**config.mk**
```make
export PLATFORM = sky130hd
export DESIGN_NAME = socks5_udp_header_deframer_top
export DESIGN_NICKNAME = d
export VERILOG_FILES = /design/src/rtl/core/s5udp_pkg.sv /design/src/rtl/core/s5udp_in_reg.sv /design/src/rtl/core/s5udp_parse.sv /design/src/rtl/core/s5udp_out_reg.sv /design/src/rtl/core/socks5_udp_header_deframer_top.sv
export VERILOG_INCLUDE_DIRS = /design/src /design/src/rtl/core
export SDC_FILE = /design/constraint.sdc
export NUM_CORES = 1
export LEC_CHECK = 0
export BUFFER_PORTS_ARGS = -buffer_cell sky130_fd_sc_hd__buf_2
export CAP_MARGIN = 20
export CORE_UTILIZATION = 50
export CTS_BUF_LIST = sky130_fd_sc_hd__clkbuf_16
export DETAILED_ROUTE_END_ITERATION = 8
export GPL_TIMING_DRIVEN = 0
export HOLD_SLACK_MARGIN = 0.15
export MAX_ROUTING_LAYER = met4
export PLACE_DENSITY = 0.69
export RECOVER_POWER = 25
export SLEW_MARGIN = 20
export SYNTH_ARGS = -nofsm -noshare
export SYNTH_HDL_FRONTEND = slang
export SYNTH_SLANG_ARGS = --single-unit
```
**constraint.sdc**
```tcl
create_clock -name clk -period 17 [get_ports clk]
set_clock_uncertainty 0.15 [all_clocks]
set_input_delay 3.4 -clock clk [delete_from_list [all_inputs] [get_ports clk]]
set_output_delay 3.4 -clock clk [all_outputs]
set_load 0.02 [all_outputs]
```
**src/rtl/core/socks5_udp_header_deframer_top_assert.svh**
```systemverilog
// Assertion macros used by the relay header deframer parse module
`ifndef SOCKS5_UDP_HEADER_DEFRAMER_TOP_ASSERT_SVH
`define SOCKS5_UDP_HEADER_DEFRAMER_TOP_ASSERT_SVH

// Same-cycle implication, sampled on clk and disabled during rst
`define S5UDP_ASSERT_IMP(label, ante, cons) \
  label: assert property (@(posedge clk) disable iff (rst) (ante) |-> (cons)) \
    else $error("s5udp assertion failed");

// Next-cycle implication, sampled on clk and disabled during rst
`define S5UDP_ASSERT_NXT(label, ante, cons) \
  label: assert property (@(posedge clk) disable iff (rst) (ante) |=> (cons)) \
    else $error("s5udp assertion failed");

`endif

```
**src/rtl/core/s5udp_pkg.sv**
```systemverilog
// Types and constants of the relay datagram header deframer
package s5udp_pkg;

  localparam int unsigned MaxDatagram = 65536;
  localparam int PosW = $clog2(MaxDatagram + 1);
  localparam int CmpW = PosW + 1;
  localparam int LimW = 17;
  localparam int HdrW = 9;

  localparam logic [PosW-1:0] MAX_POS    = PosW'(MaxDatagram);
  localparam logic [PosW-1:0] MIN_LENGTH = PosW'(10);
  localparam logic [PosW-1:0] POS_FRAG   = PosW'(2);
  localparam logic [PosW-1:0] POS_KIND   = PosW'(3);
  localparam logic [PosW-1:0] POS_ADDR   = PosW'(4);
  localparam logic [PosW-1:0] POS_ADDR_END = PosW'(8);

  localparam logic [7:0] KIND_IPV4   = 8'd1;
  localparam logic [7:0] KIND_DOMAIN = 8'd3;
  localparam logic [7:0] KIND_IPV6   = 8'd4;

  localparam logic [HdrW-1:0] HDR_IPV4   = HdrW'(10);
  localparam logic [HdrW-1:0] HDR_DOMAIN = HdrW'(7);
  localparam logic [HdrW-1:0] HDR_IPV6   = HdrW'(22);

  typedef enum logic [2:0] {
    ST_OK      = 3'd0,
    ST_SHORT   = 3'd1,
    ST_FRAG    = 3'd2,
    ST_TRUNC   = 3'd3,
    ST_UNKNOWN = 3'd4
  } status_t;

  typedef struct packed {
    logic [LimW-1:0] buffer_limit;
    logic            last_byte;
    logic [7:0]      rx_byte;
  } in_item_t;

  typedef struct packed {
    logic [LimW-1:0] copied_length;
    logic [15:0]     source_port;
    logic [31:0]     source_address;
    status_t         frame_status;
    logic            frame_done;
    logic            payload_valid;
    logic [7:0]      payload_byte;
  } result_t;

endpackage

```
**src/rtl/core/s5udp_in_reg.sv**
```systemverilog
// Input register stage of the deframer, one item deep with full throughput while the held item is taken
module s5udp_in_reg (
  input  logic                clk,
  input  logic                rst,
  input  logic                in_valid,
  output logic                in_ready,
  input  s5udp_pkg::in_item_t in_item,
  input  logic                take,
  output logic                held_valid,
  output s5udp_pkg::in_item_t held_item
);

  logic vld;
  s5udp_pkg::in_item_t item;

  // accept when empty or when the held item moves on in this cycle
  assign in_ready   = !vld || take;
  assign held_valid = vld;
  assign held_item  = item;

  always_ff @(posedge clk) begin
    if (rst) begin
      vld <= 1'b0;
    end else if (in_ready) begin
      vld <= in_valid;
    end
  end

  always_ff @(posedge clk) begin
    if (in_valid && in_ready) begin
      item <= in_item;
    end
  end

endmodule

```
**src/rtl/core/s5udp_parse.sv**
```systemverilog
// Header parse state and result build for one datagram byte
module s5udp_parse (
  input  logic                clk,
  input  logic                rst,
  input  logic                step,
  input  s5udp_pkg::in_item_t item,
  output logic                res_valid,
  output s5udp_pkg::result_t  res
);

  `include "socks5_udp_header_deframer_top_assert.svh"

  logic [s5udp_pkg::PosW-1:0] pos;
  logic [7:0]                 kind;
  logic [s5udp_pkg::HdrW-1:0] hlen;
  logic [31:0]                addr;
  logic [15:0]                port;
  logic [s5udp_pkg::LimW-1:0] limit;
  logic [s5udp_pkg::LimW-1:0] count;
  s5udp_pkg::status_t         err;

  logic [s5udp_pkg::PosW-1:0] pos_next;
  logic [7:0]                 kind_next;
  logic [s5udp_pkg::HdrW-1:0] hlen_next;
  logic [31:0]                addr_next;
  logic [15:0]                port_next;
  logic [s5udp_pkg::LimW-1:0] limit_next;
  logic [s5udp_pkg::LimW-1:0] count_next;
  s5udp_pkg::status_t         err_next;

  logic                       first;
  logic                       in_range;
  logic                       pay;
  logic [s5udp_pkg::PosW-1:0] len;
  logic [s5udp_pkg::CmpW-1:0] p_wide;
  logic [s5udp_pkg::CmpW-1:0] h_wide;
  s5udp_pkg::status_t         status;

  always_comb begin
    first    = (pos == '0);
    in_range = (pos < s5udp_pkg::MAX_POS);
    pay      = 1'b0;

    // restart the frame state on the first byte
    limit_next = first ? item.buffer_limit : limit;
    kind_next  = first ? 8'd0 : kind;
    hlen_next  = first ? '0 : hlen;
    addr_next  = first ? 32'd0 : addr;
    port_next  = first ? 16'd0 : port;
    count_next = first ? '0 : count;
    err_next   = first ? s5udp_pkg::ST_OK : err;

    p_wide = s5udp_pkg::CmpW'(pos);
    h_wide = s5udp_pkg::CmpW'(hlen_next);

    if (in_range) begin
      if (pos == s5udp_pkg::POS_FRAG) begin
        if (item.rx_byte != 8'd0) begin
          err_next = s5udp_pkg::ST_FRAG;
        end
      end else if (pos == s5udp_pkg::POS_KIND) begin
        kind_next = item.rx_byte;
        case (item.rx_byte)
          s5udp_pkg::KIND_IPV4:   hlen_next = s5udp_pkg::HDR_IPV4;
          s5udp_pkg::KIND_DOMAIN: hlen_next = s5udp_pkg::HDR_DOMAIN;
          s5udp_pkg::KIND_IPV6:   hlen_next = s5udp_pkg::HDR_IPV6;
          default: begin
            if (err_next == s5udp_pkg::ST_OK) begin
              err_next = s5udp_pkg::ST_UNKNOWN;
            end
          end
        endcase
      end else if (pos == s5udp_pkg::POS_ADDR && kind_next == s5udp_pkg::KIND_DOMAIN) begin
        hlen_next = s5udp_pkg::HDR_DOMAIN + s5udp_pkg::HdrW'(item.rx_byte);
      end else if (pos >= s5udp_pkg::POS_ADDR && hlen_next != '0) begin
        if (kind_next == s5udp_pkg::KIND_IPV4 && pos < s5udp_pkg::POS_ADDR_END) begin
          addr_next = {addr_next[23:0], item.rx_byte};
        end
        // the two bytes just before the payload carry the port
        if (p_wide + s5udp_pkg::CmpW'(2) == h_wide ||
            p_wide + s5udp_pkg::CmpW'(1) == h_wide) begin
          port_next = {port_next[7:0], item.rx_byte};
        end
        if (p_wide >= h_wide && err_next == s5udp_pkg::ST_OK &&
            count_next < limit_next) begin
          pay        = 1'b1;
          count_next = count_next + s5udp_pkg::LimW'(1);
        end
      end
    end

    // saturate the position so oversize bytes are dropped
    len = in_range ? pos + s5udp_pkg::PosW'(1) : pos;
    pos_next = item.last_byte ? '0 : len;

    if (len < s5udp_pkg::MIN_LENGTH) begin
      status = s5udp_pkg::ST_SHORT;
    end else if (err_next != s5udp_pkg::ST_OK) begin
      status = err_next;
    end else if (hlen_next == '0 ||
                 s5udp_pkg::CmpW'(len) < s5udp_pkg::CmpW'(hlen_next)) begin
      status = s5udp_pkg::ST_TRUNC;
    end else begin
      status = s5udp_pkg::ST_OK;
    end

    res_valid          = pay || item.last_byte;
    res.payload_byte   = pay ? item.rx_byte : 8'd0;
    res.payload_valid  = pay;
    res.frame_done     = item.last_byte;
    res.frame_status   = item.last_byte ? status : s5udp_pkg::ST_OK;
    res.source_address = 32'd0;
    res.source_port    = 16'd0;
    res.copied_length  = '0;
    if (item.last_byte && status == s5udp_pkg::ST_OK) begin
      res.source_address = addr_next;
      res.source_port    = port_next;
      res.copied_length  = count_next;
    end
  end

  always_ff @(posedge clk) begin
    if (rst) begin
      pos   <= '0;
      kind  <= 8'd0;
      hlen  <= '0;
      addr  <= 32'd0;
      port  <= 16'd0;
      limit <= '0;
      count <= '0;
      err   <= s5udp_pkg::ST_OK;
    end else if (step) begin
      pos   <= pos_next;
      kind  <= kind_next;
      hlen  <= hlen_next;
      addr  <= addr_next;
      port  <= port_next;
      limit <= limit_next;
      count <= count_next;
      err   <= err_next;
    end
  end

  `S5UDP_ASSERT_IMP(a_bare_result_closes, step && res_valid && !res.payload_valid, res.frame_done)
  `S5UDP_ASSERT_IMP(a_error_hides_fields,
    step && res.frame_done && res.frame_status != s5udp_pkg::ST_OK,
    res.source_address == 32'd0 && res.source_port == 16'd0 && res.copied_length == '0)
  `S5UDP_ASSERT_NXT(a_position_moves, step && !item.last_byte, pos != '0)

endmodule

```
**src/rtl/core/s5udp_out_reg.sv**
```systemverilog
// Result register of the deframer, loaded as the input stage moves on
module s5udp_out_reg (
  input  logic               clk,
  input  logic               rst,
  input  logic               load,
  input  logic               res_valid,
  input  s5udp_pkg::result_t res,
  output logic               out_valid,
  input  logic               out_ready,
  output logic               can_load,
  output s5udp_pkg::result_t out_res
);

  logic               vld;
  s5udp_pkg::result_t data;

  assign can_load  = !vld || out_ready;
  assign out_valid = vld;
  assign out_res   = data;

  always_ff @(posedge clk) begin
    if (rst) begin
      vld <= 1'b0;
    end else if (load) begin
      vld <= res_valid;
    end else if (out_ready) begin
      vld <= 1'b0;
    end
  end

  always_ff @(posedge clk) begin
    if (load && res_valid) begin
      data <= res;
    end
  end

endmodule

```
**src/rtl/core/socks5_udp_header_deframer_top.sv**
```systemverilog
// Relay datagram header deframer: one datagram byte per transfer in, payload
// bytes and a closing status out. Each accepted byte is parsed in a single
// pass between the input register and the result register, so the block takes
// one byte every cycle unless m_axis_tready stalls it; a result enters the
// result register as its byte leaves the input register. A byte yields a
// result only if it is a copied payload byte or the datagram's last byte;
// header and dropped bytes yield none. Payload bytes are passed tentatively:
// a nonzero frame_status on the closing result voids the whole datagram.
// s_axis_tready follows m_axis_tready in the same cycle while both are full.
module socks5_udp_header_deframer_top (
  input  logic        clk,
  input  logic        rst,
  input  logic        s_axis_tvalid,
  output logic        s_axis_tready,
  input  logic [31:0] s_axis_tdata,  // [7:0] rx_byte, [24:8] buffer_limit, rest zero
  input  logic        s_axis_tlast,  // last_byte
  output logic        m_axis_tvalid,
  input  logic        m_axis_tready,
  // [7:0] payload_byte, [10:8] frame_status, [42:11] source_address,
  // [58:43] source_port, [75:59] copied_length, rest zero
  output logic [79:0] m_axis_tdata,
  output logic        m_axis_tuser,  // payload_valid
  output logic        m_axis_tlast   // frame_done
);

  s5udp_pkg::in_item_t in_item;
  s5udp_pkg::in_item_t held_item;
  s5udp_pkg::result_t  res;
  s5udp_pkg::result_t  out_res;
  logic                held_valid;
  logic                can_load;
  logic                advance;
  logic                res_valid;

  assign in_item.rx_byte      = s_axis_tdata[7:0];
  assign in_item.buffer_limit = s_axis_tdata[24:8];
  assign in_item.last_byte    = s_axis_tlast;

  assign advance = held_valid && can_load;

  s5udp_in_reg u_in_reg (
    .clk        (clk),
    .rst        (rst),
    .in_valid   (s_axis_tvalid),
    .in_ready   (s_axis_tready),
    .in_item    (in_item),
    .take       (advance),
    .held_valid (held_valid),
    .held_item  (held_item)
  );

  s5udp_parse u_parse (
    .clk       (clk),
    .rst       (rst),
    .step      (advance),
    .item      (held_item),
    .res_valid (res_valid),
    .res       (res)
  );

  s5udp_out_reg u_out_reg (
    .clk       (clk),
    .rst       (rst),
    .load      (advance),
    .res_valid (res_valid),
    .res       (res),
    .out_valid (m_axis_tvalid),
    .out_ready (m_axis_tready),
    .can_load  (can_load),
    .out_res   (out_res)
  );

  assign m_axis_tdata = {4'd0, out_res.copied_length, out_res.source_port,
                         out_res.source_address, out_res.frame_status,
                         out_res.payload_byte};
  assign m_axis_tuser = out_res.payload_valid;
  assign m_axis_tlast = out_res.frame_done;

endmodule
```
==> results.toml, run 1 <==
[run_status]
status = "complete, but fails checks"
violations = "capacitance limit, slew limit"

[layout]
design_area_um2 = 14600
nNetsFinal = 1682
layout-drive-gt1-share_pct = 9.75
final_core_util_pct = 57.8
num_antenna_cells = 0
area_growth_pct = 13.2

[synthesis]
ys.warnings.count = 0
seq_area_frac_synth_pct = 43.1
syn_area_um2 = 12900
dominantRegCellSynth = "dfxtp_1"
ys_seq_elements = 225
synth_cells = 1464
synth.avg_cell_area_um2 = 8.79
async_flop_share_pct = 0
synth_edf_count = 104
synth_cell_types = 81

[routing]
viasPerCell = 6.11
first_pass_iters = 6
drt_iter0_drc = 1162
wl_per_cell_um = 20.5
ant_nets = 0
routed_wl_um = 40000
dr_total_vias = 11900
route.detailed.drc = 0

[grt]
grt_pass1_wl_um = 61600
grt_max_degree = 54
grt-ovfl-total = 0
grt.total_usage_pct = 30.8
grtUsageMet1_pct = 40.6
grt_use_met3_pct = 4.35
use_met2_pct = 48.7
grt_pass1_vias = 11100
busiest_layer = "met2"
grt_antenna_before_repair = 0

[worst_setup_path]
slowest_delay_ns = 0.64
crit_chain = "clkbuf_1, inv_1, ha_1, nor4b_1, nand4_1, clkbuf_1, clkbuf_1, clkbuf_1, buf_2, buf_1, mux2i_1, ha_1, a21o_1, a21o_1, a21oi_1, nand3_1, o211ai_2, and2_1, buf_2, buf_2, buf_2, o21ai_0, inv_4, buf_16"
arrival_ns = 8.90
crit_required_ns = 17.06
end_kind = "flop"
cpMaxStageDelayCell = "clkbuf_1"
worstPathMaxFanout = 53
worstSetupPathType = "flop to flop"
cp-start-kind = "flop"

[floorplanning]
fp.dieW_um = 162
core_area_um2 = 25200
boundaryPins = 121
num_rows = 58
die_y_um = 162
initial_core_util_pct = 51.1
die_area_um2 = 26400

[sta]
worst_slew_pin_slew_ns = 1.95
timing.final.ws_setup_ns = 8.16
period_needed_ns = 8.84
fmax_ghz = 0.113
setup_tns_ns = 0
period_share_pct = 52.0
relSlewSlack_pct = -29.9
rsz0062_at_grt = "false"
hold_violations = 0
slew_viol_final = 27
setup_viol = 0

[power_and_ir_drop]
p_leak_uw = 0.00536
max-vdd-ir-drop_mv = 0.0757
powerDensity_nw_per_um2 = 80.9

[clock_tree]
cts_hold_buf = 0
numCtsBuffers = 24
path_clk_slew_ns = 0.07
clkLatencyLatePin_ns = 0.54
cts-root-buf = "clkbuf_16"
htreeDepth = 1
clock_sinks = 225
clk_path_buf_depth = 3
cts_tree = "built"
cts_resized = 0
post_cts_buffers = 0

[worst_hold_path]
hp-class = "flop to flop"

[placement]
port_buffers = 108
dp_hpwl_um = 29300
post-place-ws_ns = 8.48
placed_cell_area_um2 = 13900
place_congestion = 1.04

[job]
maxCapViolCount = 1
final timing paths:
check,startpoint,end,slack [ns],cells past startpoint
max,u_parse.pos[0],u_out_reg.out_res[2],8.16,24
min,u_parse.limit[3],u_parse.limit[3],0.30,2
max reg2reg,u_parse.pos[0],u_out_reg.out_res[2],8.16,24
min reg2reg,u_parse.limit[3],u_parse.limit[3],0.30,2
registers in the layout, indices dropped and copies added, names as in the netlist:
| signal | flops |
|---|---|
| u_out_reg.out_res | 78 |
| u_parse.addr | 32 |
| u_in_reg.held_item | 26 |
| u_parse.count | 17 |
| u_parse.limit | 17 |
| u_parse.pos | 17 |
| u_parse.port | 16 |
| u_parse.hlen | 9 |
| u_parse.kind | 8 |
| u_parse.err | 3 |
| u_in_reg.held_valid | 1 |
| u_out_reg.out_valid | 1 |
area by class of cell:
class,count,area (um2)
inverters,23,88.8
plain buffers,117,531
well taps,330,413
flip-flops and latches,225,5550
clock inverters,20,159
multi-input cells,1102,6710
fillers,2311,10600
clock buffers,24,601
repair buffers,109,508
routing by layer:
layer  up-vias  share of wire [%]
li1       5586                  -
met1      5611                 43
met2       626                 45
met3        97                8.5
met4         0                3.0
met5         -                  0
cell usage in the layout (no fill, tap or decap), types with 8 or more instances in the layout:
cell / instances
a211oi_1: 10
a21o_1: 13
a21oi_1: 141
a31oi_1: 19
and2_1: 24
and3_1: 33
and4_1: 9
buf_2: 82
clkbuf_1: 125
clkbuf_16: 24
dfxtp_1: 121
edfxtp_1: 104
ha_1: 43
inv_1: 26
mux2i_1: 55
nand2_1: 217
nand2b_1: 11
nand3_1: 59
nand4_1: 18
nor2_1: 90
nor2b_1: 13
nor3_1: 85
nor3_2: 8
nor4_1: 18
o21a_1: 13
o21ai_0: 34
or3_1: 14
xnor2_1: 25
xor2_1: 24
worst max-delay path: cells and delay by family, from the launching register on:
kind,cells,cell delay (ns)
flops,1,0.34
fa+ha+maj,2,0.66
simple gates,4,0.93
mux,1,0.33
compound gates,5,1.21
buf+inv,12,4.84
logic make-up after synthesis:
| kind of cell | Yosys count | synth area share [%] |
|---|---|---|
| AO/OA/AOI/OAI | 303 | 14.6 |
| flip-flops | 225 | 43.1 |
| multiplexers | 56 | 4.37 |
| XOR/XNOR | 49 | 3.34 |
| adder cells (fa/ha/maj) | 44 | 4.26 |
| AND/OR/NAND/NOR | 646 | 25.5 |
| buffers and inverters | 140 | 4.80 |
| other | 1 | 0.0292 |
cells in the mapped netlist (all sizes together) (7+ instances only):
master	number	share of area (%)
inv	23	0.67
nor2b	13	0.63
or4	8	0.53
buf	40	1.9
edfxtp	104	24
mux2i	55	4.3
o21a	13	0.76
or3	14	0.68
nor2	90	2.6
clkbuf	77	2.2
nand4	18	0.88
a211oi	10	0.58
nand3	59	2.3
nand2	217	6.3
and4	9	0.61
xnor2	25	1.7
nor4	22	1.4
a21o	13	0.76
or2	7	0.34
a21oi	142	5.6
a31oi	19	0.92
nand2b	11	0.53
dfxtp	121	19
and3	33	1.6
o21ai	36	1.4
and2	26	1.3
nor3	95	4.2
a22oi	7	0.41
xor2	24	1.6
nand3b	7	0.41
ha	43	4.2
report_power, final:
group | total, uW | switching, uW | internal [uW] | leakage (uW)
clock | 511 | 222 | 289 | 0.000389
combinational | 86.0 | 62.3 | 23.8 | 0.00295
sequential | 581 | 5.92 | 575 | 0.00202
total | 1180 | 290 | 888 | 0.00536
stage by stage:
stage,total power [uW],instances,hold slack (ns)
6_report,1180,1950,0.299
5_1_grt,1210,1950,0.319
4_1_cts,1180,1950,0.298
3_5_place_dp,677,1906,0.293
3_3_place_gp,675,1905,0.277
2_1_floorplan,645,1467,0.274
(Power assumes the default switching activity.)
==> run 2, diff against run 1 <==
- clock period: 17 -> 8.8 ns (I/O delays scaled with it)
==> run 2 against run 1 <==
- the run still ends with capacitance limit, slew limit left
- flip-flop and latch count did not move
- critical path depth did not move
- sequential share of layout area barely moved
- register-to-register slack got worse by 7.8 ns
- critical path type unchanged
==> results.toml, run 2 (synthesis results as in run 1) <==
[run_status]
status = "complete, but fails checks"
violations = "capacitance limit, slew limit"

[layout]
final_core_util_pct = 57.8
nNetsFinal = 1682
layout_common_cells = "217 x nand2_1, 141 x a21oi_1, 125 x clkbuf_1, 121 x dfxtp_1, 104 x edfxtp_1"
layout-drive-gt1-share_pct = 9.81
final_common_cell = "nand2_1"
fill_cells = 2313
largest_register_ffs = 78
num_antenna_cells = 0
area_growth_pct = 13.2

[clock_tree]
cts-root-buf = "clkbuf_16"
clk_path_buf_depth = 3
cts_tree = "built"
clkLatencyLatePin_ns = 0.54
htreeDepth = 1
path_clk_slew_ns = 0.07
numCtsBuffers = 24
clock_sinks = 225

[power_and_ir_drop]
max-vdd-ir-drop_mv = 0.145
powerDensity_nw_per_um2 = 156
p_leak_uw = 0.00536

[worst_setup_path]
arrival_ns = 8.47
end_kind = "flop"
crit_required_ns = 8.86
worstSetupPathType = "flop to flop"
cp-start-kind = "flop"
worstPathMaxFanout = 53

[floorplanning]
die_y_um = 162
boundaryPins = 121
fp.dieW_um = 162
die_area_um2 = 26400
core_area_um2 = 25200
initial_core_util_pct = 51.1
num_rows = 58

[sta]
timing.final.ws_setup_ns = 0.386
rsz0062_at_grt = "false"
worst_slew_pin_slew_ns = 1.96
hold_violations = 0
fmax_ghz = 0.119
relSlewSlack_pct = -30.6
setup_viol = 0
period_needed_ns = 8.41
period_share_pct = 95.6
slew_viol_final = 27

[placement]
dp_hpwl_um = 29300
port_buffers = 108
place_congestion = 1.04
post-place-ws_ns = 0.277

[grt]
grt_antenna_before_repair = 0
grt_pass1_wl_um = 61600
grt-ovfl-total = 0
grt_pass1_vias = 11100
grt.total_usage_pct = 30.8
grt_max_degree = 54

[routing]
dr_total_vias = 11900
wl_per_cell_um = 20.5
first_pass_iters = 5
ant_nets = 0
routed_wl_um = 39900
viasPerCell = 6.10
drt_iter0_drc = 1206
route.detailed.drc = 0

[job]
maxCapViolCount = 1

[worst_hold_path]
hp-class = "flop to flop"
## run 2: power breakdown
group / internal, uW / switching, uW
Sequential: 1110 / 11.3
Clock: 558 / 428
Combinational: 46.0 / 120
## run 2: through the flow
stage	hold WS (ns)	power, uW	cell area, um2	TNS [ns]	cells
2_1_floorplan	0.274	1250	12900	0	1467
3_3_place_gp	0.277	1300	13800	-101.61	1905
3_5_place_dp	0.293	1310	13900	0	1906
4_1_cts	0.298	2280	14600	0	1950
5_1_grt	0.319	2340	14600	0	1950
6_report	0.299	2280	14600	0	1950
## run 2: final cells by class
cell class / instances / area, um2 / area share, %
clock inverter: 20 / 159 / 1.09
timing repair buffer: 109 / 507 / 3.48
sequential: 225 / 5550 / 38.1
multi-input combinational: 1102 / 6710 / 46.1
clock buffer: 24 / 601 / 4.13
tap: 330 / 413 / 2.84
inverter: 23 / 88.8 / 0.610
buffer: 117 / 533 / 3.66
## run 2: path summary, 6_finish.rpt
| kind | endpoint | slack, ns | cells after the start | startpoint |
|---|---|---|---|---|
| worst max register to register | u_out_reg.out_res[3] | 0.39 | 24 | u_parse.pos[0] |
| worst min-delay path | u_out_reg.out_res[9] | 0.30 | 0 | u_in_reg.held_item[8] |
| worst min register to register | u_out_reg.out_res[9] | 0.30 | 0 | u_in_reg.held_item[8] |
| worst max-delay path | u_out_reg.out_res[3] | 0.39 | 24 | u_parse.pos[0] |
## run 2: layer usage
metal / track usage [%] / part of all wire, % / vias to the layer above / wire [um]
li1: - / - / 5592 / -
met1: 40.6 / 42 / 5591 / 16800
met2: 48.7 / 46 / 617 / 18200
met3: 4.35 / 9.3 / 88 / 3700
met4: 10.2 / 3.0 / 0 / 1200
met5: - / 0 / - / 0
## run 2: critical path, cell delays in order (launching register included)
cell and delay [ns]:
dfxtp_1 0.34, clkbuf_1 0.50, inv_1 0.39, ha_1 0.39, nor4b_1 0.19, nand4_1 0.45
clkbuf_2 0.45, clkbuf_1 0.45, clkbuf_1 0.42, buf_2 0.41, clkbuf_2 0.38, mux2i_1 0.30
ha_1 0.28, a21o_1 0.16, a21o_1 0.17, a21oi_1 0.16, nand3_1 0.10, o211ai_2 0.50
and2_1 0.21, buf_2 0.17, buf_2 0.24, buf_2 0.30, o21ai_0 0.21, inv_4 0.40
buf_16 0.31
## run 2: what timing repair did
item,CTS,global route
buffers inserted,0,0
hold buffers,0,0
resized for setup,0,3
endpoints found under the setup margin,0,53
hold endpoints to repair,0,0
==> run 3, diff against run 2 <==
- CORE_UTILIZATION: 50 -> 60
- PLACE_DENSITY: 0.69 -> 0.81
==> run 3 against run 2 <==
- the flow still finishes with violations (capacitance limit, slew limit)
- die area is 16% lower
- fmax is 1.1% lower
- global-route usage is 6.4 points higher
- critical path depth is 1 lower
- utilization is 11 points higher
- combinational power hardly changed
- clock-buffer cell count stayed put
- final area is 0.89% lower
- first-iteration DRC count is 10% lower
- total power is 3.0% lower
- worst setup slack worse by 0.094 ns
==> results.toml, run 3 (synthesis results as in run 1) <==
[routing]
wl_per_cell_um = 21.0
ant_nets = 0
first_pass_iters = 5
dr_total_vias = 12000
routed_wl_um = 39800
route.detailed.drc = 0
viasPerCell = 6.36
drt_iter0_drc = 1085

[grt]
grt_pass1_vias = 11300
grt_max_degree = 59
grt_antenna_before_repair = 1
grt-ovfl-total = 0
grt.total_usage_pct = 37.2
grt_pass1_wl_um = 61700

[layout]
fill_cells = 1737
largest_register_ffs = 78
final_common_cell = "nand2_1"
design_area_um2 = 14400
layout_common_cells = "217 x nand2_1, 141 x a21oi_1, 127 x clkbuf_1, 121 x dfxtp_1, 104 x edfxtp_1"
area_growth_pct = 12.2
nNetsFinal = 1681
final_core_util_pct = 68.6
layout-drive-gt1-share_pct = 9.45

[worst_setup_path]
arrival_ns = 8.55
path_common_cell = "clkbuf_1"
worstPathMaxFanout = 58
cp-start-kind = "flop"
crit_required_ns = 8.85
crit_chain = "clkbuf_1, inv_1, ha_1, nor4b_1, nand4_1, clkbuf_1, clkbuf_1, clkbuf_1, buf_2, mux2i_1, ha_1, a21o_1, a21o_1, a221oi_1, and4_1, clkbuf_1, and2_1, buf_2, buf_2, buf_2, o21ai_0, inv_4, buf_16"
worstSetupPathType = "flop to flop"
r2r_slack_ns = 0.29
end_kind = "flop"
slowest_delay_ns = 0.66
cpMaxStageDelayCell = "clkbuf_1"

[power_and_ir_drop]
comb_power_share_pct = 7.5
switching_share_pct = 25.0
p_leak_uw = 0.00533
p_int_uw = 1650
powerDensity_nw_per_um2 = 153
switching_power_uw = 553
sequentialPowerShare_pct = 50.9
max-vdd-ir-drop_mv = 0.155
power_frac_clock_pct = 41.6

[worst_hold_path]
hp-class = "flop to flop"

[clock_tree]
clock_sinks = 225
clk_path_buf_depth = 3
cts_tree = "built"
cts-root-buf = "clkbuf_16"
numCtsBuffers = 24
path_clk_slew_ns = 0.07
htreeDepth = 1
clkLatencyLatePin_ns = 0.53
cts_hold_buf = 0
post_cts_buffers = 0

[sta]
period_share_pct = 96.7
relSlewSlack_pct = -29.8
fmax_ghz = 0.118
period_needed_ns = 8.51
setup_viol = 0
rsz0062_at_grt = "false"
worst_slew_pin_slew_ns = 1.95
hold_violations = 0
slew_viol_final = 27

[job]
maxCapViolCount = 1

[placement]
port_buffers = 108
place_congestion = 1.05
dp_hpwl_um = 29200
placed_cell_area_um2 = 13800

[run_status]
status = "complete, but fails checks"
violations = "capacitance limit, slew limit"

[floorplanning]
die_y_um = 148
die_area_um2 = 22000
boundaryPins = 121
fp.dieW_um = 148
num_rows = 53
core_area_um2 = 21000
initial_core_util_pct = 61.2
run 3: path summary, 6_finish.rpt:
kind / from / endpoint / depth (start not counted)
hold reg to reg: u_parse.addr[27] / u_parse.addr[27] / 2
setup / recovery: u_parse.pos[0] / u_out_reg.out_res[6] / 23
hold / removal: u_parse.addr[27] / u_parse.addr[27] / 2
setup reg to reg: u_parse.pos[0] / u_out_reg.out_res[6] / 23
run 3: area by class of cell:
| type | instances | area [um2] | share of cell area (%) |
|---|---|---|---|
| Buffer | 116 | 527 | 3.65 |
| Antenna cell | 1 | 2.50 | 0.0173 |
| Inverter | 23 | 88.8 | 0.616 |
| Sequential cell | 225 | 5550 | 38.4 |
| Tap cell | 275 | 344 | 2.38 |
| Multi-Input combinational cell | 1102 | 6710 | 46.5 |
| Clock inverter | 20 | 104 | 0.720 |
| Timing Repair Buffer | 109 | 505 | 3.50 |
| Clock buffer | 24 | 601 | 4.16 |
run 3: critical path: cells and delay by family (launching register included):
family	cells	cell delay [ns]
buffers and inverters	12	4.70
AO/OA/AOI/OAI	4	0.91
adder cells (fa/ha/maj)	2	0.63
multiplexers	1	0.26
AND/OR/NAND/NOR	4	1.06
flip-flops	1	0.35
run 3: power groups by stage:
stage / clock network, uW / logic (uW) / registers (uW)
final: 918 / 166 / 1120
after global routing: 960 / 179 / 1120
after floorplan: 0 / 96.4 / 1150
after CTS: 918 / 164 / 1120
after global placement: 0 / 158 / 1150
after detailed placement: 0 / 162 / 1140
run 3: what timing repair did:
action,in CTS,in global routing
endpoints found under the hold margin,0,0
setup endpoints to repair,0,58
gates resized for setup,0,0
run 3: per-stage QoR:
| step | setup TNS [ns] | instances | hold WS [ns] | setup slack [ns] | total power (uW) |
|---|---|---|---|---|---|
| finish | 0 | 1895 | 0.301 | 0.291 | 2210 |
| global route | 0 | 1895 | 0.318 | 0.0968 | 2260 |
| CTS | 0 | 1895 | 0.301 | 0.281 | 2200 |
| detailed placement | 0 | 1851 | 0.293 | 0.316 | 1310 |
| global placement | -85.50 | 1850 | 0.288 | -1.11 | 1300 |
| floorplan | 0 | 1467 | 0.274 | 1.86 | 1250 |
run 3: metal layers:
metal | global-route usage (%) | share of wire, % | vias to the layer above
li1 | - | - | 5579
met1 | 49.6 | 42 | 5675
met2 | 57.2 | 45 | 669
met3 | 5.61 | 9.2 | 122
met4 | 13.6 | 3.8 | 0
met5 | - | 0 | -
